### src/hdl/cau_pkg.sv
// ----------------------------------------------------------------------------
// cau_pkg
// Types, constants and helper functions shared by the complex arithmetic unit.
// ----------------------------------------------------------------------------
`default_nettype none

package cau_pkg;

	localparam int FRAC_BITS_DEF = 8;
	// quotient bits kept by the divider; anything larger saturates anyway
	localparam int QBITS = 17;

	typedef enum logic [1:0] {
		KIND_ADD = 2'd0,
		KIND_SUB = 2'd1,
		KIND_MUL = 2'd2,
		KIND_DIV = 2'd3
	} kind_t;

	typedef struct packed {
		logic [32:0]      rem;
		logic [QBITS-1:0] q;
		logic [QBITS-1:0] low;
		logic             neg;
		logic             ovf;
	} lane_t;

	typedef struct packed {
		logic        is_div;
		logic        dz;
		logic [15:0] re;
		logic [15:0] im;
		logic        sat;
		logic [31:0] d;
		lane_t       lre;
		lane_t       lim;
	} item_t;

	// clip a 33-bit signed value to 16 bits: {clipped, value}
	function automatic logic [16:0] sat16(logic signed [32:0] v);
		logic [16:0] r;
		if (v > 33'sd32767)
			r = {1'b1, 16'h7fff};
		else if (v < -33'sd32768)
			r = {1'b1, 16'h8000};
		else
			r = {1'b0, v[15:0]};
		return r;
	endfunction

	// one restoring division step
	function automatic lane_t div_step(lane_t l, logic [31:0] d);
		logic [32:0] r;
		lane_t o;
		o = l;
		r = {l.rem[31:0], l.low[QBITS-1]};
		o.low = {l.low[QBITS-2:0], 1'b0};
		if (r >= {1'b0, d}) begin
			o.rem = r - {1'b0, d};
			o.q = {l.q[QBITS-2:0], 1'b1};
		end else begin
			o.rem = r;
			o.q = {l.q[QBITS-2:0], 1'b0};
		end
		return o;
	endfunction

endpackage

`default_nettype wire

### src/hdl/cau_front.sv
// ----------------------------------------------------------------------------
// cau_front
// Products, sums, add/subtract/multiply results and divider setup (3 stages).
// ----------------------------------------------------------------------------
`default_nettype none

module cau_front #(
	parameter int FRAC_BITS = cau_pkg::FRAC_BITS_DEF
) (
	input  wire logic               clk,
	input  wire logic               arst_n,
	input  wire logic               en,
	input  wire logic               up_valid,
	input  wire logic [1:0]         kind,
	input  wire logic signed [15:0] a_re,
	input  wire logic signed [15:0] a_im,
	input  wire logic signed [15:0] b_re,
	input  wire logic signed [15:0] b_im,
	output logic                    dn_valid,
	output cau_pkg::item_t          dn_item
);

	// stage 1
	logic                v_s1;
	cau_pkg::kind_t      kind_s1;
	logic signed [31:0]  p_rr_s1, p_ii_s1, p_ri_s1, p_ir_s1, sq_r_s1, sq_i_s1;
	logic signed [16:0]  lin_re_s1, lin_im_s1;

	// stage 2
	logic                v_s2;
	logic                is_div_s2;
	logic [15:0]         re_s2, im_s2;
	logic                sat_s2;
	logic [31:0]         d_s2;
	logic [31:0]         mre_s2, mim_s2;
	logic                nre_s2, nim_s2;

	logic signed [16:0]  lin_re, lin_im;
	logic signed [32:0]  mre, mim, nre, nim, sh_re, sh_im;
	logic [16:0]         cre, cim;
	logic [63:0]         mx_re, mx_im, hi_re, hi_im;

	always_comb begin
		if (cau_pkg::kind_t'(kind) == cau_pkg::KIND_SUB) begin
			lin_re = {a_re[15], a_re} - {b_re[15], b_re};
			lin_im = {a_im[15], a_im} - {b_im[15], b_im};
		end else begin
			lin_re = {a_re[15], a_re} + {b_re[15], b_re};
			lin_im = {a_im[15], a_im} + {b_im[15], b_im};
		end
	end

	always_ff @(posedge clk or negedge arst_n) begin
		if (!arst_n) begin
			v_s1 <= 1'b0;
		end else if (en) begin
			v_s1 <= up_valid;
		end
	end

	always_ff @(posedge clk) begin
		if (en) begin
			kind_s1   <= cau_pkg::kind_t'(kind);
			p_rr_s1   <= 32'(a_re) * 32'(b_re);
			p_ii_s1   <= 32'(a_im) * 32'(b_im);
			p_ri_s1   <= 32'(a_re) * 32'(b_im);
			p_ir_s1   <= 32'(a_im) * 32'(b_re);
			sq_r_s1   <= 32'(b_re) * 32'(b_re);
			sq_i_s1   <= 32'(b_im) * 32'(b_im);
			lin_re_s1 <= lin_re;
			lin_im_s1 <= lin_im;
		end
	end

	always_comb begin
		mre   = {p_rr_s1[31], p_rr_s1} - {p_ii_s1[31], p_ii_s1};
		mim   = {p_ri_s1[31], p_ri_s1} + {p_ir_s1[31], p_ir_s1};
		nre   = {p_rr_s1[31], p_rr_s1} + {p_ii_s1[31], p_ii_s1};
		nim   = {p_ir_s1[31], p_ir_s1} - {p_ri_s1[31], p_ri_s1};
		sh_re = mre >>> FRAC_BITS;
		sh_im = mim >>> FRAC_BITS;
		if (kind_s1 == cau_pkg::KIND_MUL) begin
			cre = cau_pkg::sat16(sh_re);
			cim = cau_pkg::sat16(sh_im);
		end else begin
			cre = cau_pkg::sat16(33'(lin_re_s1));
			cim = cau_pkg::sat16(33'(lin_im_s1));
		end
	end

	always_ff @(posedge clk or negedge arst_n) begin
		if (!arst_n) begin
			v_s2 <= 1'b0;
		end else if (en) begin
			v_s2 <= v_s1;
		end
	end

	always_ff @(posedge clk) begin
		if (en) begin
			is_div_s2 <= (kind_s1 == cau_pkg::KIND_DIV);
			re_s2     <= cre[15:0];
			im_s2     <= cim[15:0];
			sat_s2    <= cre[16] | cim[16];
			d_s2      <= $unsigned(sq_r_s1) + $unsigned(sq_i_s1);
			nre_s2    <= nre[32];
			nim_s2    <= nim[32];
			mre_s2    <= nre[32] ? 32'(-nre) : nre[31:0];
			mim_s2    <= nim[32] ? 32'(-nim) : nim[31:0];
		end
	end

	// stage 3: scale the dividend, flag quotients that cannot fit
	always_comb begin
		mx_re = 64'(mre_s2) << FRAC_BITS;
		mx_im = 64'(mim_s2) << FRAC_BITS;
		hi_re = mx_re >> cau_pkg::QBITS;
		hi_im = mx_im >> cau_pkg::QBITS;
	end

	always_ff @(posedge clk or negedge arst_n) begin
		if (!arst_n) begin
			dn_valid <= 1'b0;
		end else if (en) begin
			dn_valid <= v_s2;
		end
	end

	always_ff @(posedge clk) begin
		if (en) begin
			dn_item.is_div  <= is_div_s2;
			dn_item.dz      <= is_div_s2 && (d_s2 == 32'd0);
			dn_item.re      <= re_s2;
			dn_item.im      <= im_s2;
			dn_item.sat     <= sat_s2;
			dn_item.d       <= d_s2;
			dn_item.lre.neg <= nre_s2;
			dn_item.lim.neg <= nim_s2;
			dn_item.lre.ovf <= hi_re >= 64'(d_s2);
			dn_item.lim.ovf <= hi_im >= 64'(d_s2);
			dn_item.lre.rem <= (hi_re >= 64'(d_s2)) ? 33'd0 : hi_re[32:0];
			dn_item.lim.rem <= (hi_im >= 64'(d_s2)) ? 33'd0 : hi_im[32:0];
			dn_item.lre.low <= mx_re[cau_pkg::QBITS-1:0];
			dn_item.lim.low <= mx_im[cau_pkg::QBITS-1:0];
			dn_item.lre.q   <= '0;
			dn_item.lim.q   <= '0;
		end
	end

endmodule

`default_nettype wire

### config.mk
export PLATFORM = sky130hd
export DESIGN_NAME = cau_front
export DESIGN_NICKNAME = d
export VERILOG_FILES = /design/src/hdl/cau_pkg.sv /design/src/hdl/cau_front.sv
export SDC_FILE = /design/constraint.sdc
export NUM_CORES = 2
export LEC_CHECK = 0
export BUFFER_PORTS_ARGS = -buffer_cell sky130_fd_sc_hd__buf_2
export CORE_ASPECT_RATIO = 0.5
export CORE_MARGIN = 4
export CORE_UTILIZATION = 65
export CTS_BUF_LIST = sky130_fd_sc_hd__clkbuf_2
export DETAILED_ROUTE_END_ITERATION = 8
export MAX_ROUTING_LAYER = met4
export PLACE_DENSITY = 0.94
export RECOVER_POWER = 25
export SYNTH_ARGS = -nofsm -noshare
export SYNTH_HDL_FRONTEND = slang
export SYNTH_SLANG_ARGS = --single-unit
### constraint.sdc
create_clock -name clk -period 5.75 [get_ports clk]
set_clock_uncertainty 0.05 [all_clocks]
set_input_delay 0.2875 -clock clk [delete_from_list [all_inputs] [get_ports clk]]
set_output_delay 0.2875 -clock clk [all_outputs]
set_load 0.02 [all_outputs]
==> results.json, run 1 <==
{
  "ys_top_cells_by_area": "fa_1 (36%), edfxtp_1 (18%), ha_1 (11%), inv_1 (8.7%), and2_1 (4.0%)",
  "postSynth.asyncResetShare_pct": 0.605,
  "cts_sinks": 496,
  "pin_count": 276,
  "dp_hpwl_um": 251000,
  "die_x_um": 518,
  "grt_overflow_total": 3514,
  "synth_top_area_share_pct": 35.9,
  "error_line": "[ERROR GRT-0116] Global routing finished with congestion. Check the congestion regions in the DRC Viewer.",
  "synthXorXnorAreaFrac_pct": 4.67,
  "yosysTopAreaCell": "fa_1",
  "die_y_um": 263,
  "rows": 93,
  "synth_cell_type_count": 102,
  "stop_stage": "5_1_grt",
  "synth_compound_area_share_pct": 7.21,
  "synth_cells": 8686,
  "clock_tree.root_cell": "clkbuf_2",
  "synth-main-ff-cell": "edfxtp_1",
  "htree_levels": 3,
  "gp_congestion": 1.11,
  "synth_top_family_by_area": "adder cells",
  "portBuffers": 205,
  "ys_seq_area_share_pct": 17.6,
  "start_util_pct": 65.6,
  "status": "aborted with a tool error",
  "track_usage_pct": 81.9,
  "place_ws_ns": -1.37,
  "synth_edf_count": 493,
  "grt_max_degree": 143,
  "grt_pass1_wl_um": 785000,
  "synth_area_mm2": 0.0846,
  "synth-simple-area-share_pct": 12.3,
  "syn_avg_cell_area_um2": 9.74,
  "postCtsSetupRepairBufs": 0,
  "synth-adder-area-share_pct": 47.2,
  "first_global_vias": 107695,
  "ys_warn_count": 0,
  "cts_made_buffers": 116,
  "ys_ff_latch": 496,
  "synth.area.mux_share_pct": 0.0991,
  "clk_path_buf_depth": 3
}
## synthesized netlist by cell type, types with 59 or more instances
cell type,instances
xnor2_1,358
and2_1,541
inv_1,1962
buf_4,71
a21o_1,97
o21ai_0,159
fa_1,1518
clkbuf_1,281
ha_1,759
nor2b_1,70
o21bai_1,59
a21oi_1,319
nand3_1,59
nor3_1,78
nand2b_1,66
nand2_1,783
nor2_1,386
edfxtp_1,493
xor2_1,93
## cell families after synthesis
kind of cell	Yosys count
AO/OA/AOI/OAI	928
XOR/XNOR	451
adder cells (fa/ha/maj)	2277
buffers and inverters	2378
flip-flops	496
multiplexers	8
other	1
AND/OR/NAND/NOR	2147
## timing repair
action / in CTS
pin swaps: 0
endpoints found under the setup margin: 2
hold buffers: 66
gates resized for setup: 2
hold endpoints to repair: 550
## routing by layer
layer	track usage [%]	GRT overflow
met5	-	-
met3	79.7	473
met1	78.8	555
met4	70.8	702
met2	92.2	1784
## metrics by stage
step / cell area, um^2 / setup TNS (ns) / instances / utilization (%)
floorplan: 86600 / -8.26 / 8755 / -
CTS: 97200 / 0 / 11571 / 75.4
global placement: 95300 / -45.07 / 11295 / 73.9
detailed placement: 95300 / -82.07 / 11295 / 73.9
==> inputs of run 2 (changes only) <==
CORE_ASPECT_RATIO = unset   (was 0.5)
CORE_UTILIZATION = 40   (was 65)
CTS_BUF_LIST = unset   (was sky130_fd_sc_hd__clkbuf_2)
MAX_ROUTING_LAYER = unset   (was met4)
PLACE_DENSITY = unset   (was 0.94)
PLACE_DENSITY_LB_ADDON = 0.15   (was unset)
==> run 2 against run 1 <==
  * The flow now finishes, with violations (capacitance limit, slew limit, setup timing)
  * Synthesized area is the same
  * Synthesized cell count unchanged
==> results.json, run 2 <==
{
  "status": "finished, violations left",
  "violations": "capacitance limit, slew limit, setup timing",
  "core-area_mm2": 0.210,
  "die_area_mm2": 0.219,
  "worst_path_most_repeated_cell": "buf_4",
  "cp_num_cells": 33,
  "ys_top_cells_by_area": "fa_1 (36%), edfxtp_1 (18%), ha_1 (11%), inv_1 (8.7%), and2_1 (4.0%)",
  "ys_warn_count": 0,
  "syn_avg_cell_area_um2": 9.74,
  "reg2regPathDepth": 12,
  "die_y_um": 468,
  "crit_type": "in2reg",
  "synth_area_mm2": 0.0846,
  "tightest_slew_ns": 3.69,
  "first_global_vias": 66826,
  "synth_cells": 8686,
  "die_x_um": 468,
  "htree_levels": 2,
  "regToRegSetupSlack_ns": 0.81,
  "setup_violations": 21,
  "max-cap-violations": 2,
  "drcViolationCount": 0,
  "cp.arrival_ns": 6.37,
  "min_period_ns": 5.98,
  "viasPerCell": 4.95,
  "cts_tree": "yes",
  "layout_commonest_cell": "inv_1",
  "pin_count": 276,
  "crit_buf_inv": 21,
  "fin_hold_ws_ns": 0.189,
  "track_usage_pct": 25.0,
  "synth-main-ff-cell": "edfxtp_1",
  "antenna_left": 0,
  "endpoint_kind": "flip-flop",
  "critPathLaunchType": "input pin",
  "synth_cell_type_count": 102,
  "wl_per_cell_um": 21.3,
  "cts_made_buffers": 59,
  "netlist_top_cells_count": "inv_1 (1962), fa_1 (1518), nand2_1 (783), ha_1 (759), and2_1 (541)",
  "syn_to_final_growth_pct": 22.2,
  "synth_top_area_share_pct": 35.9,
  "portBuffers": 205,
  "dp_hpwl_um": 229000,
  "clk_pin_slew_ns": 0.06,
  "layout_setup_ws_ns": -0.230,
  "start_util_pct": 40.3,
  "cpMaxStageDelayCell": "fa_1",
  "firstDrtPassIters": 6,
  "holdCritPathClass": "in2reg",
  "reg2reg_from": "p_rr_s1[5]$_DFFE_PP_",
  "top_register": "dn_item",
  "ys_ff_latch": 496,
  "postSynth.asyncResetShare_pct": 0.605,
  "routed_wl_um": 272000,
  "slew_violations": 155,
  "clk_path_buf_depth": 3,
  "max_stage_delay_ns": 0.54,
  "grt_overflow_total": 0,
  "rsz0062_at_grt": "yes",
  "fmax_ghz": 0.167,
  "crit_family": "adder cells",
  "critPathCapture": "p_ri_s1[13]$_DFFE_PP_",
  "antenna_found_initial": 21,
  "grt_max_degree": 157,
  "min_from": "a_im[0]",
  "cp_data_required_time_ns": 6.13,
  "drt_iter0_drc": 3810,
  "dr_total_vias": 63184,
  "nets": 12244,
  "drive_above_1_share_pct": 19.8,
  "timing.final.hold_violations": 0,
  "startpoint": "b_im[2]",
  "gp_congestion": 0.949,
  "path_max_fanout": 7,
  "synthMostInstantiatedCell": "inv_1",
  "yosysTopAreaCell": "fa_1",
  "ys_seq_area_share_pct": 17.6,
  "clk-insertion-delay-late_ns": 0.72,
  "slew_headroom_pct": -146,
  "grt_pass1_wl_um": 411000,
  "synth_edf_count": 493,
  "layout_common_cells": "inv_1 (1897), fa_1 (1463), buf_4 (1105)",
  "clock_tree.root_cell": "clkbuf_16",
  "cts_sinks": 496,
  "r2r-end": "re_s2[14]$_DFFE_PP_",
  "period_share_pct": 104,
  "rows": 168,
  "largest_register_ffs": 135,
  "n_fill_cell": 19792
}
-- run 2: cell counts after synthesis --
No cell type changed its count.
-- run 2: area by class of cell --
class / instances / area (um^2) / share of cell area, %
Tap cell: 2805 / 3510 / 3.40
Sequential cell: 496 / 14900 / 14.4
Inverter: 1975 / 7450 / 7.21
Antenna cell: 4 / 10.0 / 0.00969
Clock buffer: 63 / 1490 / 1.44
Timing Repair Buffer: 1484 / 12700 / 12.2
Multi-Input combinational cell: 5881 / 62800 / 60.8
Clock inverter: 46 / 528 / 0.511
-- run 2: worst min path at each step --
stage | endpoint | slack (ns) | depth (start not counted)
2_1_floorplan | dn_valid$_DFFE_PN0P_ | -0.06 | 0
3_3_place_gp | dn_valid$_DFFE_PN0P_ | 0.03 | 1
3_5_place_dp | dn_valid$_DFFE_PN0P_ | 0.04 | 1
4_1_cts | p_ir_s1[0]$_DFFE_PP_ | 0.16 | 4
5_1_grt | p_ir_s1[0]$_DFFE_PP_ | 0.17 | 4
6_report | p_ir_s1[0]$_DFFE_PP_ | 0.19 | 4
-- run 2: layer usage --
metal / GRT usage [%] / vias up / wire (um)
met5: 0 / - / 56
met4: 8.93 / 8 / 12400
met3: 3.80 / 371 / 16000
met2: 40.6 / 1537 / 126000
met1: 34.0 / 32233 / 118000
li1: - / 29035 / -
-- run 2: cells by family after synthesis --
kind of cell | synth area share [%]
other | 0.00443
and+or+nand+nor | 12.3
buffers and inverters | 10.9
xor gates and xnor gates | 4.67
AOI/OAI and AO/OA | 7.21
adders and majority gates | 47.2
muxes | 0.0991
DFF | 17.6
-- run 2: stage by stage --
step	setup TNS (ns)	instance area (um^2)	utilization, %	instances	worst slack, ns
after floorplan	-8.26	86600	-	8755	-0.470
after global placement	-74.24	97800	46.6	12507	-1.30
after detailed placement	-77.71	97800	46.6	12507	-1.33
after CTS	-0.555	101000	48.2	12685	-0.0804
after global routing	-8.04	103000	49.2	12751	-0.367
final	-1.90	103000	49.2	12754	-0.230
-- run 2: worst reg2reg max path: stages, from the launching register on --
cell      delay (ns)
edfxtp_1        0.41
ha_1            0.39
a211o_1         0.29
o31ai_1         0.45
a31oi_2         0.25
a211oi_2        0.48
nor3b_1         0.14
o311ai_0        0.64
nand4_1         0.25
o41ai_1         0.33
o31a_2          0.49
nand2_1         0.18
a21oi_1         0.39
-- run 2: repair_timing --
item,4_1_cts,5_1_grt
pin swaps,108,234
setup buffers,64,70
endpoints found under the setup margin,61,59
hold buffers,6,0
cloned,4,11
hold endpoints to repair,42,0
resized for setup,183,367
Power of run 2 is not shown: default switching activity piles up to over one toggle a cycle in this logic, so the estimate is an artifact.
